--- config.mk ---
export PLATFORM = sky130hd
export DESIGN_NAME = six_actuator_homing_stepper_flat
export DESIGN_NICKNAME = d
export VERILOG_FILES = /design/src/hw/rtl/sahs_pkg.sv /design/src/hw/rtl/sahs_channels.sv /design/src/hw/rtl/sahs_lane.sv /design/src/hw/rtl/six_actuator_homing_stepper.sv /design/src/flat_wrapper.sv
export SDC_FILE = /design/constraint.sdc
export NUM_CORES = 2
export LEC_CHECK = 0
export BUFFER_PORTS_ARGS = -buffer_cell sky130_fd_sc_hd__buf_2
export CORE_MARGIN = 2
export CORE_UTILIZATION = 50
export DETAILED_ROUTE_END_ITERATION = 12
export GPL_TIMING_DRIVEN = 0
export PLACE_DENSITY = 0.66
export SETUP_SLACK_MARGIN = 0.2
export SYNTH_ARGS = -nofsm -noshare
export SYNTH_HDL_FRONTEND = slang
export SYNTH_HIERARCHICAL = 1
export SYNTH_SLANG_ARGS = --single-unit
--- constraint.sdc ---
create_clock -name clock -period 16.2 [get_ports clock]
set_clock_uncertainty 0.2 [all_clocks]
set_input_delay 0 -clock clock [delete_from_list [all_inputs] [get_ports clock]]
set_output_delay 0 -clock clock [all_outputs]
set_load 0.1 [all_outputs]
--- src/hw/rtl/sahs_pkg.sv ---
// Shared types, constants and helpers of the six-actuator homing stepper.
// No dependencies; imported by the channel interfaces, the lane, the top level and the testbench.
`timescale 1ns / 1ps
`default_nettype none

package sahs_pkg;

   localparam int NUM_ACT    = 6;
   localparam int POS_W      = 16;
   localparam int CALC_W     = 19;
   localparam int CSR_ADDR_W = 4;
   localparam int CSR_DATA_W = 16;

   typedef logic signed [POS_W-1:0]  pos_type;
   typedef logic signed [CALC_W-1:0] calc_type;

   // Register map
   typedef enum logic [CSR_ADDR_W-1:0] {
      REG_TARGET_MODE     = 4'd0,
      REG_FAST_STEP       = 4'd1,
      REG_SLOW_STEP       = 4'd2,
      REG_BAND_MARGIN     = 4'd3,
      REG_REACH_TOLERANCE = 4'd4,
      REG_MIDDLE_POINT    = 4'd5,
      REG_TOP_POINT       = 4'd6,
      REG_COMMAND_CEILING = 4'd7
   } csr_reg_type;

   // Target modes
   localparam logic MODE_SEEK_MIDDLE = 1'b0;
   localparam logic MODE_LEAD_ZERO   = 1'b1;

   typedef struct packed {
      logic        target_mode;
      logic [9:0]  fast_step;
      logic [9:0]  slow_step;
      logic [12:0] band_margin;
      logic [9:0]  reach_tolerance;
      logic [13:0] middle_point;
      logic [13:0] top_point;
      logic [13:0] command_ceiling;
   } cfg_type;

   localparam cfg_type CFG_RESET = '{
      target_mode:     MODE_SEEK_MIDDLE,
      fast_step:       10'd100,
      slow_step:       10'd50,
      band_margin:     13'd1000,
      reach_tolerance: 10'd35,
      middle_point:    14'd5000,
      top_point:       14'd10000,
      command_ceiling: 14'd9500
   };

   // Per-lane result handed to the top level
   typedef struct packed {
      logic    low_ok;
      logic    mid_ok;
      logic    top_ok;
      pos_type cmd;
   } lane_out_type;

   localparam calc_type POS_MAX = calc_type'(32767);
   localparam calc_type POS_MIN = -calc_type'(32768);

   function automatic calc_type abs_calc(input calc_type v);
      abs_calc = (v < 0) ? -v : v;
   endfunction

endpackage

`default_nettype wire

--- src/hw/rtl/sahs_channels.sv ---
// Valid/ready channel interfaces: request, response and register write.
// Depends on sahs_pkg for field types.
`timescale 1ns / 1ps
`default_nettype none

interface sahs_req_if;
   import sahs_pkg::*;
   logic    valid;
   logic    ready;
   pos_type pos_0;
   pos_type pos_1;
   pos_type pos_2;
   pos_type pos_3;
   pos_type pos_4;
   pos_type pos_5;
   modport source (output valid, pos_0, pos_1, pos_2, pos_3, pos_4, pos_5, input ready);
   modport sink   (input valid, pos_0, pos_1, pos_2, pos_3, pos_4, pos_5, output ready);
endinterface

interface sahs_rsp_if;
   import sahs_pkg::*;
   logic    valid;
   logic    ready;
   pos_type cmd_0;
   pos_type cmd_1;
   pos_type cmd_2;
   pos_type cmd_3;
   pos_type cmd_4;
   pos_type cmd_5;
   logic    at_lowest;
   logic    at_middle;
   logic    at_topmost;
   logic    target_done;
   modport source (output valid, cmd_0, cmd_1, cmd_2, cmd_3, cmd_4, cmd_5,
                   at_lowest, at_middle, at_topmost, target_done, input ready);
   modport sink   (input valid, cmd_0, cmd_1, cmd_2, cmd_3, cmd_4, cmd_5,
                   at_lowest, at_middle, at_topmost, target_done, output ready);
endinterface

interface sahs_csr_if;
   import sahs_pkg::*;
   logic                  valid;
   logic                  ready;
   logic [CSR_ADDR_W-1:0] addr;
   logic [CSR_DATA_W-1:0] data;
   modport source (output valid, addr, data, input ready);
   modport sink   (input valid, addr, data, output ready);
endinterface

`default_nettype wire

--- src/hw/rtl/sahs_lane.sv ---
// One actuator lane: reach checks and next command for both target modes.
// Depends on sahs_pkg.
`timescale 1ns / 1ps
`default_nettype none

module sahs_lane (
   input  sahs_pkg::pos_type      pos,
   input  sahs_pkg::cfg_type      cfg,
   output sahs_pkg::lane_out_type result
);
   import sahs_pkg::*;

   calc_type p, mid, top, mar, tol, fast, slow, ceil;
   calc_type seek_r, lead_r;
   pos_type  seek_cmd, lead_cmd;

   // Widen everything to one signed width
   always_comb begin
      p    = calc_type'(pos);
      mid  = CALC_W'(cfg.middle_point);
      top  = CALC_W'(cfg.top_point);
      mar  = CALC_W'(cfg.band_margin);
      tol  = CALC_W'(cfg.reach_tolerance);
      fast = CALC_W'(cfg.fast_step);
      slow = CALC_W'(cfg.slow_step);
      ceil = CALC_W'(cfg.command_ceiling);
   end

   // Seek middle: fast inside the band, slow near the ends, then clamp
   always_comb begin
      if (p < mid) begin
         seek_r = (p > mar && p < mid - mar) ? p + fast : p + slow;
      end else if (p > mid) begin
         seek_r = (p > mid + mar && p < top - mar) ? p - fast : p - slow;
      end else begin
         seek_r = mid;
      end
      if (seek_r >= ceil) seek_r = ceil;
      if (seek_r <= 0) seek_r = '0;
      seek_cmd = seek_r[POS_W-1:0];
   end

   // Lead to zero: always slow, saturate to 16 bits
   always_comb begin
      if (p < tol) begin
         lead_r = p + slow;
      end else if (p > tol) begin
         lead_r = p - slow;
      end else begin
         lead_r = '0;
      end
      if (lead_r > POS_MAX) begin
         lead_cmd = pos_type'(POS_MAX[POS_W-1:0]);
      end else if (lead_r < POS_MIN) begin
         lead_cmd = pos_type'(POS_MIN[POS_W-1:0]);
      end else begin
         lead_cmd = lead_r[POS_W-1:0];
      end
   end

   // Reach checks; top allows twice the tolerance
   always_comb begin
      result.low_ok = abs_calc(p) <= tol;
      result.mid_ok = abs_calc(p - mid) <= tol;
      result.top_ok = abs_calc(p - top) <= (tol <<< 1);
      result.cmd    = (cfg.target_mode == MODE_LEAD_ZERO) ? lead_cmd : seek_cmd;
   end

endmodule

`default_nettype wire

--- src/hw/rtl/six_actuator_homing_stepper.sv ---
// Top level of the six-actuator homing stepper.
// Depends on sahs_pkg, the channel interfaces and sahs_lane.
`timescale 1ns / 1ps
`default_nettype none

// Takes one request of six measured positions per clock while the response
// side is not stalled and returns one response per request, in order, from
// the response register. The request is captured in an input
// register; six parallel lanes of compares and adders then produce the
// reach flags and the next commands, which land in the response register.
// While the selected target is not reached the new commands are stored;
// once it is reached the stored commands are repeated. Throughput is one
// request per cycle; up to two requests are held when the response side
// stalls. Register writes are always accepted and take effect at once;
// change them only while no request is in flight.

module six_actuator_homing_stepper (
   input wire logic  clock,
   input wire logic  reset,
   sahs_req_if.sink  req_ch,
   sahs_rsp_if.source rsp_ch,
   sahs_csr_if.sink  csr_ch
);
   import sahs_pkg::*;

   cfg_type      cfg_ff;
   logic         s1_valid_ff;
   pos_type      s1_pos_ff [NUM_ACT];
   pos_type      req_pos [NUM_ACT];
   pos_type      held_ff [NUM_ACT];
   pos_type      cmd_in [NUM_ACT];
   pos_type      rsp_cmd_ff [NUM_ACT];
   lane_out_type lane_out [NUM_ACT];
   logic         rsp_valid_ff;
   logic         rsp_low_ff, rsp_mid_ff, rsp_top_ff, rsp_done_ff;
   logic         low_all, mid_all, top_all, done_in;
   logic         advance;

   // Register writes
   assign csr_ch.ready = 1'b1;

   always_ff @(posedge clock) begin
      if (reset) begin
         cfg_ff <= CFG_RESET;
      end else if (csr_ch.valid) begin
         unique case (csr_ch.addr)
            REG_TARGET_MODE:     cfg_ff.target_mode     <= csr_ch.data[0];
            REG_FAST_STEP:       cfg_ff.fast_step       <= csr_ch.data[9:0];
            REG_SLOW_STEP:       cfg_ff.slow_step       <= csr_ch.data[9:0];
            REG_BAND_MARGIN:     cfg_ff.band_margin     <= csr_ch.data[12:0];
            REG_REACH_TOLERANCE: cfg_ff.reach_tolerance <= csr_ch.data[9:0];
            REG_MIDDLE_POINT:    cfg_ff.middle_point    <= csr_ch.data[13:0];
            REG_TOP_POINT:       cfg_ff.top_point       <= csr_ch.data[13:0];
            REG_COMMAND_CEILING: cfg_ff.command_ceiling <= csr_ch.data[13:0];
            default: ;
         endcase
      end
   end

   // Flow control: stage 1 moves on when the response register frees up
   assign advance      = !rsp_valid_ff || rsp_ch.ready;
   assign req_ch.ready = !s1_valid_ff || advance;

   assign req_pos[0] = req_ch.pos_0;
   assign req_pos[1] = req_ch.pos_1;
   assign req_pos[2] = req_ch.pos_2;
   assign req_pos[3] = req_ch.pos_3;
   assign req_pos[4] = req_ch.pos_4;
   assign req_pos[5] = req_ch.pos_5;

   // Input register
   always_ff @(posedge clock) begin
      if (reset) begin
         s1_valid_ff <= 1'b0;
      end else if (req_ch.ready) begin
         s1_valid_ff <= req_ch.valid;
      end
   end

   always_ff @(posedge clock) begin
      if (req_ch.valid && req_ch.ready) begin
         s1_pos_ff <= req_pos;
      end
   end

   // Lanes
   for (genvar i = 0; i < NUM_ACT; i++) begin : g_lane
      sahs_lane u_lane (
         .pos    (s1_pos_ff[i]),
         .cfg    (cfg_ff),
         .result (lane_out[i])
      );
   end

   // Combine flags and pick new or held commands
   always_comb begin
      low_all = 1'b1;
      mid_all = 1'b1;
      top_all = 1'b1;
      for (int i = 0; i < NUM_ACT; i++) begin
         low_all = low_all & lane_out[i].low_ok;
         mid_all = mid_all & lane_out[i].mid_ok;
         top_all = top_all & lane_out[i].top_ok;
      end
      done_in = (cfg_ff.target_mode == MODE_LEAD_ZERO) ? low_all : mid_all;
      for (int i = 0; i < NUM_ACT; i++) begin
         cmd_in[i] = done_in ? held_ff[i] : lane_out[i].cmd;
      end
   end

   // Held commands
   always_ff @(posedge clock) begin
      if (reset) begin
         for (int i = 0; i < NUM_ACT; i++) held_ff[i] <= '0;
      end else if (s1_valid_ff && advance && !done_in) begin
         held_ff <= cmd_in;
      end
   end

   // Response register
   always_ff @(posedge clock) begin
      if (reset) begin
         rsp_valid_ff <= 1'b0;
      end else if (advance) begin
         rsp_valid_ff <= s1_valid_ff;
      end
   end

   always_ff @(posedge clock) begin
      if (s1_valid_ff && advance) begin
         rsp_cmd_ff  <= cmd_in;
         rsp_low_ff  <= low_all;
         rsp_mid_ff  <= mid_all;
         rsp_top_ff  <= top_all;
         rsp_done_ff <= done_in;
      end
   end

   assign rsp_ch.valid       = rsp_valid_ff;
   assign rsp_ch.cmd_0       = rsp_cmd_ff[0];
   assign rsp_ch.cmd_1       = rsp_cmd_ff[1];
   assign rsp_ch.cmd_2       = rsp_cmd_ff[2];
   assign rsp_ch.cmd_3       = rsp_cmd_ff[3];
   assign rsp_ch.cmd_4       = rsp_cmd_ff[4];
   assign rsp_ch.cmd_5       = rsp_cmd_ff[5];
   assign rsp_ch.at_lowest   = rsp_low_ff;
   assign rsp_ch.at_middle   = rsp_mid_ff;
   assign rsp_ch.at_topmost  = rsp_top_ff;
   assign rsp_ch.target_done = rsp_done_ff;

endmodule

`default_nettype wire

--- src/flat_wrapper.sv ---
// flat-port wrapper written by rule: the top's interface ports become plain ports
module six_actuator_homing_stepper_flat import sahs_pkg::*;
  (clock, reset, req_ch_valid, req_ch_pos_0, req_ch_pos_1, req_ch_pos_2, req_ch_pos_3, req_ch_pos_4, req_ch_pos_5, req_ch_ready, rsp_ch_valid, rsp_ch_cmd_0, rsp_ch_cmd_1, rsp_ch_cmd_2, rsp_ch_cmd_3, rsp_ch_cmd_4, rsp_ch_cmd_5, rsp_ch_at_lowest, rsp_ch_at_middle, rsp_ch_at_topmost, rsp_ch_target_done, rsp_ch_ready, csr_ch_valid, csr_ch_addr, csr_ch_data, csr_ch_ready);
  sahs_req_if req_ch_i ();
  sahs_rsp_if rsp_ch_i ();
  sahs_csr_if csr_ch_i ();
  input wire logic clock;
  input wire logic reset;
  input wire logic [$bits(req_ch_i.valid)-1:0] req_ch_valid;
  input wire logic [$bits(req_ch_i.pos_0)-1:0] req_ch_pos_0;
  input wire logic [$bits(req_ch_i.pos_1)-1:0] req_ch_pos_1;
  input wire logic [$bits(req_ch_i.pos_2)-1:0] req_ch_pos_2;
  input wire logic [$bits(req_ch_i.pos_3)-1:0] req_ch_pos_3;
  input wire logic [$bits(req_ch_i.pos_4)-1:0] req_ch_pos_4;
  input wire logic [$bits(req_ch_i.pos_5)-1:0] req_ch_pos_5;
  output wire logic [$bits(req_ch_i.ready)-1:0] req_ch_ready;
  output wire logic [$bits(rsp_ch_i.valid)-1:0] rsp_ch_valid;
  output wire logic [$bits(rsp_ch_i.cmd_0)-1:0] rsp_ch_cmd_0;
  output wire logic [$bits(rsp_ch_i.cmd_1)-1:0] rsp_ch_cmd_1;
  output wire logic [$bits(rsp_ch_i.cmd_2)-1:0] rsp_ch_cmd_2;
  output wire logic [$bits(rsp_ch_i.cmd_3)-1:0] rsp_ch_cmd_3;
  output wire logic [$bits(rsp_ch_i.cmd_4)-1:0] rsp_ch_cmd_4;
  output wire logic [$bits(rsp_ch_i.cmd_5)-1:0] rsp_ch_cmd_5;
  output wire logic [$bits(rsp_ch_i.at_lowest)-1:0] rsp_ch_at_lowest;
  output wire logic [$bits(rsp_ch_i.at_middle)-1:0] rsp_ch_at_middle;
  output wire logic [$bits(rsp_ch_i.at_topmost)-1:0] rsp_ch_at_topmost;
  output wire logic [$bits(rsp_ch_i.target_done)-1:0] rsp_ch_target_done;
  input wire logic [$bits(rsp_ch_i.ready)-1:0] rsp_ch_ready;
  input wire logic [$bits(csr_ch_i.valid)-1:0] csr_ch_valid;
  input wire logic [$bits(csr_ch_i.addr)-1:0] csr_ch_addr;
  input wire logic [$bits(csr_ch_i.data)-1:0] csr_ch_data;
  output wire logic [$bits(csr_ch_i.ready)-1:0] csr_ch_ready;
  assign req_ch_i.valid = req_ch_valid;
  assign req_ch_i.pos_0 = req_ch_pos_0;
  assign req_ch_i.pos_1 = req_ch_pos_1;
  assign req_ch_i.pos_2 = req_ch_pos_2;
  assign req_ch_i.pos_3 = req_ch_pos_3;
  assign req_ch_i.pos_4 = req_ch_pos_4;
  assign req_ch_i.pos_5 = req_ch_pos_5;
  assign req_ch_ready = req_ch_i.ready;
  assign rsp_ch_valid = rsp_ch_i.valid;
  assign rsp_ch_cmd_0 = rsp_ch_i.cmd_0;
  assign rsp_ch_cmd_1 = rsp_ch_i.cmd_1;
  assign rsp_ch_cmd_2 = rsp_ch_i.cmd_2;
  assign rsp_ch_cmd_3 = rsp_ch_i.cmd_3;
  assign rsp_ch_cmd_4 = rsp_ch_i.cmd_4;
  assign rsp_ch_cmd_5 = rsp_ch_i.cmd_5;
  assign rsp_ch_at_lowest = rsp_ch_i.at_lowest;
  assign rsp_ch_at_middle = rsp_ch_i.at_middle;
  assign rsp_ch_at_topmost = rsp_ch_i.at_topmost;
  assign rsp_ch_target_done = rsp_ch_i.target_done;
  assign rsp_ch_i.ready = rsp_ch_ready;
  assign csr_ch_i.valid = csr_ch_valid;
  assign csr_ch_i.addr = csr_ch_addr;
  assign csr_ch_i.data = csr_ch_data;
  assign csr_ch_ready = csr_ch_i.ready;
  six_actuator_homing_stepper u_core (.clock(clock), .reset(reset), .req_ch(req_ch_i), .rsp_ch(rsp_ch_i), .csr_ch(csr_ch_i));
endmodule
Yosys cells after proc, flatten, opt, wreduce, memory -nomap -nowiden. Index checks and enable logic that the tools add are counted.

Add/subtract/negate cells: 57. $mul: 0. Divide/modulo/power cells: 0. Order comparisons: 108. Eq/ne operators: 7. Shift operators: 0. Multiplexer cells: 91. Bitwise gates (word level): 15. Reductions and logical operators: 29.

Operators by type and width (number): $mux W19 (60); $mux W16 (30); $lt A16 B15 Y1 (18); $le A19 B11 Y1 (12); $neg A17 Y19 (12); $add A16 B11 Y17 (12); $lt A17 B1 Y1 const B (12); $sub A16 B11 Y17 (12); $sub A16 B15 Y17 (12); $ge A19 B15 Y1 (6); $gt A19 B16 Y1 const B (6); $le A19 B1 Y1 const B (6); $le A19 B12 Y1 (6); $lt A19 B16 Y1 const B (6); $neg A16 Y19 (6); $gt A16 B11 Y1 (6); $gt A16 B14 Y1 (6); $gt A16 B15 Y1 (6); $gt A16 B16 Y1 (6); $lt A16 B1 Y1 const B (6); $lt A16 B11 Y1 (6); $sub A14 B13 Y15 (2); $eq A4 B3 Y1 const B (4); $reduce_and A2 Y1 (8); other kinds (9) (41).

Register bits after elaboration: 380. Latch bits: 0. Memory bits (writable): 0. Memory bits (read-only): 0. Bits of input ports: 121. Output and inout port bits: 103. Word-level logic and storage cells: 339. Memories: 0.

Longest topological paths before layout.
Word-level depth: 12. Depth in mapped cells: 42. Mapped depth without buffers: 40.

By module. The synthesis kept the hierarchy.

Modules (own cells, without submodules): sahs_lane (u_core.g_lane[3].u_lane ...) (instances 2, cells each 1401, area an instance 9903.2 µm², sequential area each 0.0 µm²); six_actuator_homing_stepper (instances 1, cells each 1114, area an instance 14634.0 µm², sequential area each 9569.2 µm²); sahs_lane (u_core.g_lane[1].u_lane) (instances 1, cells each 1490, area an instance 10495.1 µm², sequential area each 0.0 µm²); sahs_lane (u_core.g_lane[2].u_lane) (instances 1, cells each 1442, area an instance 10306.1 µm², sequential area each 0.0 µm²); sahs_lane (u_core.g_lane[0].u_lane) (instances 1, cells each 1431, area an instance 10216.0 µm², sequential area each 0.0 µm²); sahs_lane (u_core.g_lane[5].u_lane) (instances 1, cells each 1378, area an instance 9853.2 µm², sequential area each 0.0 µm²).

Worst setup path before layout. OpenSTA, ideal clock, no wires.

Kind: flip-flop to flip-flop. Start: reg u_core/cfg_ff[29] in the netlist's numbering. End: reg u_core.rsp_cmd_ff, in the netlist u_core/rsp_ch.cmd_3[10] (data pin). Setup time: 0.260 ns. Data arrival time: 7.835 ns. Data required time: 15.740 ns. Setup slack: 7.906 ns. Stages on the path, launching flop included: 34. Buffers on the path: 2. Clock period less this slack: 8.294 ns. Path through: dfxtp_1 ha_1 nor2b_1 o21ai_0 a21boi_0 o21ai_0 a21oi_1 o21ai_0 a21oi_1 o41ai_1 mux2i_1 a2111o_1 ha_1 o211ai_1 a21oi_1 nand2_1 a41oi_1 a311oi_4 clkbuf_1 mux2i_1 nand2_1 o21ai_0 ha_1 a21o_1 a211oi_1 o21ai_0 a221oi_1 o211ai_1 a211o_1 nor4_4 nor2b_1 buf_6 a221o_1 mux2_2.

RTL lines: from (decl) (RTL line six_actuator_homing_stepper.sv:26) `cfg_type cfg_ff;`; to (signal assigned) (RTL line six_actuator_homing_stepper.sv:131) `rsp_cmd_ff <= cmd_in;`; to (decl) (RTL line six_actuator_homing_stepper.sv:32) `pos_type rsp_cmd_ff [NUM_ACT];`.

==> impl_metrics.ini <==
[status]
status = finished with violations
violations = capacitance limit, slew limit

[sta]
rsz0062_at_grt = no
fin_ws_ps = 5670
relSlewSlack = -0.0571
slew_violations = 140
finalSetupTns_ps = 0
final.min_clock_period_ps = 10530
worstMarginPinSlew_ps = 1580
max_freq_mhz = 95.0
period_share = 0.650
setup_violations = 0
hold_violations = 0

[critical_path]
critical_path_class = flop to flop
path_common_cell = o21ai_0
r2r_cells = 33
cp_max_fo = 13
critPathRequiredTime_ps = 16370
critPathSlowestCell = dfxtp_1
cp.depth = 33
worst_setup_path_start_kind = flop
end_kind = flop
path_buf_inv = 3
max_stage_delay_ps = 1140
r2r_setup_slack_ps = 5670
cp_top_family = compound AO/OA/AOI/OAI gates
crit_arrival_ps = 10700

[final_layout]
multiInputGateArea_sq_um = 60900
layout.nets = 11700
drive_gt1_frac = 0.0802
syn2layout_area_growth_pct = 11.0
final-seq-area_sq_um = 9640
n_fill_cell = 14200
final_util = 0.558
fin_area_sq_um = 83600

[power]
power.switching_mw = 1.91
power.share.sequential = 0.270
power.total_mw = 4.48
p_int_mw = 2.56
ir_worst_vdd_mv = 0.0756
p_leak_nw = 35.7
clockPowerShare = 0.259
p_sw_frac = 0.427
combPwrFrac = 0.471
power.density_nw_per_um2 = 53.6

[route]
vias_per_cell = 6.37
drt_iter0_markers = 7882
routed-via-count = 78100
postRouteAntennaNets = 0
drcViolationCount = 0
wl_mm = 312
post_drt_wl_per_cell_um = 25.5
dr.pass1.iters = 9

[clocking]
cts_sinks = 380
root_buffer = clkbuf_16
clock_latency_ps = 660
cts_tree = built
postCtsSetupRepairBufs = 0
clock_path_buffers = 3
clk_pin_slew_ps = 60
cts_made_buffers = 49
cts_max_level = 2

[place]
dpl_cell_area_sq_um = 79500
io_buffers = 216
dpl.hpwl_mm = 231
finalWeightedCongestion = 1.02
dp_slack_ps = 6040

[logic_synthesis]
postSynthAreaPerCell_sq_um = 7.80
synth.distinct_cells = 142
yosysSeqAreaShare = 0.127
synth_edf_count = 196
synth_top_area_share = 0.220
yosys-top-cells-count = 1326 x ha_1, 853 x inv_1, 728 x nor2_1, 694 x a21oi_1, 679 x nand2_1
synth_most_common_cell = ha_1
ys_ff_latch = 380
syn_nets = 11200
synth-warning-count = 6
yosysTopAreaCell = ha_1
ys.flop_type = edfxtp_1
syn_inst = 9657
async_reset_ff_frac = 0
synth_area_sq_um = 75300
synth_area_leaders = ha_1 22%, edfxtp_1 7.8%, xnor2_1 5.5%, dfxtp_1 4.9%, a21oi_1 4.6%

[floorplanning]
die_h_um = 392
start_util = 0.503
ioPinCount = 224
rows = 142
die_area_sq_um = 154000
dieWidth_um = 392
core_sq_um = 150000

[global_route]
grt_pass1_wl_mm = 454
grt_max_degree = 57
grt-ovfl-total = 0
antenna_found_initial = 28
grt_usage = 0.389
grt_pass1_vias = 73000

[hold_path]
hold_path.class = input pin to flop
whs_path_depth = 4

[flow_run]
cap_violations = 13
[cells by family (layout without fill, tap and decap cells)]
kind of cell    count (synthesis)  after routing  synth area share
simple gates                 2984           2984             0.202
compound gates               2738           2738             0.249
fa+ha+maj                    1381           1381             0.235
buf+inv                      1187           1755            0.0649
xor+xnor                      634            634            0.0737
flops                         380            380             0.127
mux                           352            352            0.0489
other cells                     1             19         0.0000498
[final cells by class]
class / count / share of cell area
diodes: 18 / 0.000539
plain buffers: 326 / 0.0198
clock buffers: 68 / 0.0169
clock inverters: 23 / 0.00290
inverters: 861 / 0.0387
multi-input cells: 8090 / 0.729
flip-flops and latches: 380 / 0.115
well taps: 2016 / 0.0302
repair buffers: 477 / 0.0471
[state kept, by name, summed over array words and instances, names as in the netlist]
register                   count
u_core/rsp_ch.target_done      1
u_core/s1_pos_ff              96
u_core/rsp_ch.at_lowest        1
u_core/rsp_ch.cmd_4           16
u_core/rsp_ch.cmd_0           16
u_core/held_ff                96
u_core/cfg_ff                 86
u_core/s1_valid_ff             1
u_core/rsp_ch.at_topmost       1
u_core/rsp_ch.cmd_3           16
u_core/rsp_ch.cmd_1           16
u_core/rsp_ch.cmd_2           16
u_core/rsp_ch.at_middle        1
u_core/rsp_ch.cmd_5           16
u_core/rsp_ch.valid            1
[final timing paths]
check / start / endpoint
min reg2reg: u_core/held_ff[26]$_SDFFE_PP0P_ / u_core/held_ff[26]$_SDFFE_PP0P_
min: csr_ch_data[4] / u_core/cfg_ff[79]$_SDFFE_PP0P_
max: u_core/cfg_ff[54]$_SDFFE_PP0P_ / u_core/rsp_ch.cmd_4[11]$_DFFE_PP_
max reg2reg: u_core/cfg_ff[54]$_SDFFE_PP0P_ / u_core/rsp_ch.cmd_4[11]$_DFFE_PP_
[power groups by stage]
stage                     sequential (mW)  combinational, mW  clock (mW)
after floorplan                      1.23               1.44           0
after global placement               1.23               1.94           0
after detailed placement             1.22               2.00           0
after CTS                            1.20               2.06        1.18
after global routing                 1.20               2.31        1.21
final                                1.21               2.11        1.16
[per-stage QoR]
stage | hold WS, ps | instances
6_report | 39.8 | 12300
5_1_grt | 55.0 | 12200
4_1_cts | 2.07 | 12200
3_5_place_dp | -21.9 | 11900
3_3_place_gp | -24.1 | 11900
2_1_floorplan | -101 | 9657
[metal layers]
metal  vias up  GRT usage  part of all wire  wire [um]
li1      36400          -                 -          -
met3       809     0.0871              0.10      32300
met5         -          0          0.000083         26
met2      3792      0.588              0.42     130000
met1     37200      0.507              0.41     129000
met4         4      0.225             0.065      20300
[tightest hold or removal path, delay by kind of cell]
kind	cells	cell delay, ps
multiplexers	1	90
buffers and inverters	2	690
AND/OR/NAND/NOR	1	70
[layout by cell type (no fill, tap or decap), drive strengths merged, types with 87 or more instances in the layout]
cell         netlist  final
mux2             121    121
nor2             737    737
o211ai           100    100
dlygate4sd3        0    236
buf              126    367
nand4            139    139
clkbuf           200    268
o21a             162    162
o21bai            87     87
mux2i            231    231
dfxtp            184    184
nand2b           328    328
nor3             223    223
o21ai            557    557
xor2             161    161
nand2            683    683
a211oi           116    116
a31oi            107    107
inv              853    860
ha              1326   1326
xnor2            473    473
nor2b            179    179
a21o             162    162
nand3            208    208
edfxtp           196    196
a21oi            701    701
[what timing repair did]
item	CTS	global route
resized for setup	0	0
hold endpoints to repair	235	0
setup endpoints to repair	0	0
hold buffers	236	0
Note: power is estimated with default switching activity, not from simulation.
